$ cat config.mk
export PLATFORM = sky130hd
export DESIGN_NAME = swmm_ram
export DESIGN_NICKNAME = d
export VERILOG_FILES = /design/src/swmm_ram.sv
export SDC_FILE = /design/constraint.sdc
export NUM_CORES = 2
export LEC_CHECK = 0
export BUFFER_PORTS_ARGS = -buffer_cell sky130_fd_sc_hd__buf_2
export CAP_MARGIN = 5
export CORE_MARGIN = 5
export CORE_UTILIZATION = 45
export DETAILED_ROUTE_END_ITERATION = 6
export RECOVER_POWER = 50
export SLEW_MARGIN = 10
export SYNTH_ARGS = -nofsm -noshare
export SYNTH_HDL_FRONTEND = slang
export SYNTH_SLANG_ARGS = --single-unit
export TNS_END_PERCENT = 30
$ cat constraint.sdc
create_clock -name clk -period 2.75 [get_ports clk]
set_input_delay 0.1375 -clock clk [delete_from_list [all_inputs] [get_ports clk]]
set_output_delay 0.1375 -clock clk [all_outputs]
set_load 0.02 [all_outputs]
$ cat src/swmm_ram.sv
// ----------------------------------------------------------------------------
// swmm_ram: simple dual-port RAM
// One write port, one read port, read data registered.
// ----------------------------------------------------------------------------
module swmm_ram #(
    parameter int WIDTH = 24,
    parameter int DEPTH = 100
) (
    input  logic                     clk,
    input  logic                     we,
    input  logic [$clog2(DEPTH)-1:0] waddr,
    input  logic [WIDTH-1:0]         wdata,
    input  logic                     re,
    input  logic [$clog2(DEPTH)-1:0] raddr,
    output logic [WIDTH-1:0]         rdata
);

    logic [WIDTH-1:0] mem [DEPTH];
    logic [WIDTH-1:0] rdata_reg;

    always_ff @(posedge clk)
    begin
        if (we)
        begin
            mem[waddr] <= wdata;
        end
        if (re)
        begin
            rdata_reg <= mem[raddr];
        end
    end

    assign rdata = rdata_reg;

endmodule

# Yosys cells after proc, flatten, opt, wreduce, memory -nomap -nowiden
# Memories as Yosys holds them, arrays and structs flattened. A register that Yosys moved wholly into a read port is not among the register bits.
# Index checks and enable logic that the tools add are counted.
[word_totals]
regBits = 0
latchBits = 0
ram_bits = 2400
rom_bits = 0
inputBits = 41
output_inout_bits = 24
elab_cells = 3
mem_count = 1
[op_classes]
n_addsub = 0
multipliers = 0
div_mod_pow = 0
magnitude_cmp = 0
n_eq_ne = 0
n_shift = 0
muxes = 2
bitwise = 0
n_reduce_logical = 0
[mem_list]
columns = ["name", "words", "width", "rd", "rd_ports_with_merged_regs", "write_ports", "line_no", "rtl"]
rows = [
  ["mem", 100, 24, 1, 1, 1, "18", "logic [WIDTH-1:0] mem [DEPTH];"],
]
[op_table]
columns = ["op", "count"]
rows = [
  ["1-bit 2-to-1 mux", 2],
]

# Logic depth before layout (Yosys ltp)
[depth]
word_depth = 2
ltp_mapped = 11
depth_no_buf = 6

# Worst setup path after synthesis
# OpenSTA, ideal clock, no wires.
[synth_timing]
path_kind = "input -> register"
start = "input port waddr[5]"
end = "memory mem[57][0] (enable)"
arrival_time_ns = 2.445
t_required_ns = 2.315
setup_slack_ns = -0.131
path_stages = 4
path_buffers = 0
cell_sequence = "nor2b_1 nand4_1 or2_2 nor3_1"
[synth_rtl]
columns = ["element", "line_no", "rtl"]
rows = [
  ["start: declaration", "11", "input logic [$clog2(DEPTH)-1:0] waddr,"],
  ["end: declaration", "18", ""],
]
# Straight into the memory's write port.

==> results.yml <==
yosys:
  synthArstFlopShare_pct: 0
  synth.most_common_cell: "edfxtp_1"
  syn-num-nets: 4129
  ys_warn_count: 0
  synth_area_leader_cell: "edfxtp_1"
  syn_inst: 4088
  syn_area_per_cell_um2: 22.6
  ys_seq_area_share_pct: 78.7
  syn_area_um2: 92500
  ys_types: 55
  synth_top_area_share_pct: 78.7
  yosys-top-cells-count: "edfxtp_1 (2424), mux4_2 (580), a22oi_1 (145), nor2_1 (145), mux2i_1 (122)"
  yosys-top-cells-area: "edfxtp_1 (79%), mux4_2 (14%), mux2i_1 (1.3%), a22oi_1 (1.2%), nor2_1 (0.59%)"
  dominantRegCellSynth: "edfxtp_1"
  synth_edf_count: 2424
  synth_seq_cells: 2424
sta:
  rsz0062_at_grt: "no"
  fmax_mhz: 370
  hold_viol: 0
  period_minus_slack_ns: 2.71
  max_slew_margin_pct: -88.8
  finalClockSkew_ns: 0.0383
  timing.final.crit_share_pct: 98.4
  setup_tns_ns: 0
  slew_violations: 1650
  finalSetupViolCount: 0
  tightestPinTransition_ns: 2.83
hold_path:
  hold_path.class: "in2reg"
routing:
  wl_um: 259000
  ant_nets: 0
  drc_errors: 1
  num_vias: 46411
  dr.pass1.iters: 7
  drtIter0Drc: 5687
  drt-wirelength-per-cell_um: 34.4
  via_per_inst: 6.16
cts:
  clk_pin_slew_worst_paths_ns: 0.06
  insertion_delay_ns: 0.86
  root_buffer: "clkbuf_16"
  cts_buffers: 237
  cts_tree: "built"
  clk_path_buf_depth: 3
  htreeDepth: 4
  postCtsSetupBuffers: 0
  cts_sinks: 2424
placed_design:
  io_buffers: 64
  gp_congestion: 0.832
  place_area_um2: 100000
  place_inst: 7051
  dp_hpwl_um: 154000
cells_and_area:
  finalInstanceArea_um2: 108000
  multi_input_area_um2: 18800
  stdcell_count: 7530
  nFillCells: 15618
  nets: 4671
  register_area_um2: 72800
  area_growth_syn_to_layout_pct: 16.7
  largest_reg_flops: 2400
  drive_gt1_share_pct: 31.2
floorplanning:
  die_y_um: 463
  fp.dieW_um: 463
  io_pins: 65
  dieArea_um2: 215000
  core_um2: 205000
  initial_core_util_pct: 45.2
  core.rowCount: 166
worst_setup_path:
  arrival_ns: 3.32
  worstSetupPathType: "reg2reg"
  cp_max_fo: 1
  start_kind: "register"
  critPathCaptureType: "register"
  required_ns: 3.36
grt:
  gr-total-overflow: 0
  antenna_found_initial: 14
  grt_pass1_wl_um: 364000
  grt_util_all_layers_pct: 24.0
  grt_pass1_vias: 46611
  grt_max_degree: 101
power:
  ir_worst_vdd_mv: 0.652
  cellLeakagePower_nw: 34.0
  cellPowerDensity_nw_per_um2: 712
  p_total_mw: 76.9
job:
  cap_violations: 20
outcome:
  failed_checks: "design-rule violations, max-capacitance violations, max-slew violations"
  status: "finished, violations left"
-- worst max-delay path, cell delays in order, from the launching register on --
cell and delay [ns]:
edfxtp_1 0.37, mux4_2 0.45, a22oi_1 0.30, a21oi_1 0.20, buf_4 0.18, a211oi_1 0.70, buf_4 0.24, nor2_1 0.05
-- per-stage QoR --
| stage | utilization (%) | hold WS, ns | setup WS (ns) |
|---|---|---|---|
| 2_1_floorplan | - | 0.236 | -0.127 |
| 3_3_place_gp | 49.0 | 0.471 | -0.670 |
| 3_5_place_dp | 49.0 | 0.476 | -0.720 |
| 4_1_cts | 52.9 | 0.00140 | 0.0486 |
| 5_1_grt | 52.8 | 0.0547 | 0.0846 |
| 6_report | 52.8 | 0.104 | 0.0447 |
-- logic make-up (layout without fill, tap and decap cells) --
| family | after synthesis | count (layout) | synth area share [%] |
|---|---|---|---|
| AND/OR/NAND/NOR | 386 | 386 | 1.89 |
| buffers and inverters | 225 | 966 | 1.35 |
| multiplexers | 704 | 704 | 15.5 |
| AO/OA/AOI/OAI | 349 | 349 | 2.61 |
| other | 0 | 13 | 0 |
| flip-flops | 2424 | 2424 | 78.7 |
-- report_power, final --
group | switching (mW) | internal [mW]
Sequential | 0.0929 | 40.9
Clock | 13.7 | 18.0
Combinational | 2.60 | 1.58
-- placed cells by master, fill, tap and decap left out, drive strengths merged, types with 24 or more instances in the layout --
cell and n:
dlygate4sd3 28, mux4 580, a22oi 145, nand3 61, a21oi 45, buf 459, nor2 145, a31oi 24
clkbuf 327, nor2b 28, clkinv 111, nand2 91, mux2i 122, edfxtp 2424, o21ai 41
-- final timing paths --
check	to	startpoint	slack, ns	cells past startpoint
hold / removal	mem[75][11]	waddr[0]	0.10	4
setup / recovery	rdata[6]	mem[58][6]	0.04	7
hold reg to reg	rdata[22]	mem[88][22]	0.81	4
setup reg to reg	rdata[6]	mem[58][6]	0.04	7
-- repair_timing --
item / CTS / global route
endpoints found under the hold margin: 1036 / 0
gates resized for setup: 1 / 1
endpoints found under the setup margin: 1 / 1
hold buffers: 28 / 0
-- layer usage --
metal,track usage (%),vias to the layer above,wire length (um)
met3,3.91,450,21600
met2,38.0,2299,123000
li1,-,18569,-
met1,34.1,25091,102000
met4,8.50,2,11300
met5,0,-,218
-- cell type report --
cell class / count / area share (%)
clock buffers: 289 / 5.73
well taps: 2688 / 3.12
inverters: 3 / 0.0104
clock inverters: 149 / 1.27
flip-flops and latches: 2424 / 67.4
repair buffers: 525 / 5.01
multi-input cells: 1439 / 17.4
diodes: 13 / 0.0301
Note: power is estimated with default switching activity, not from simulation.
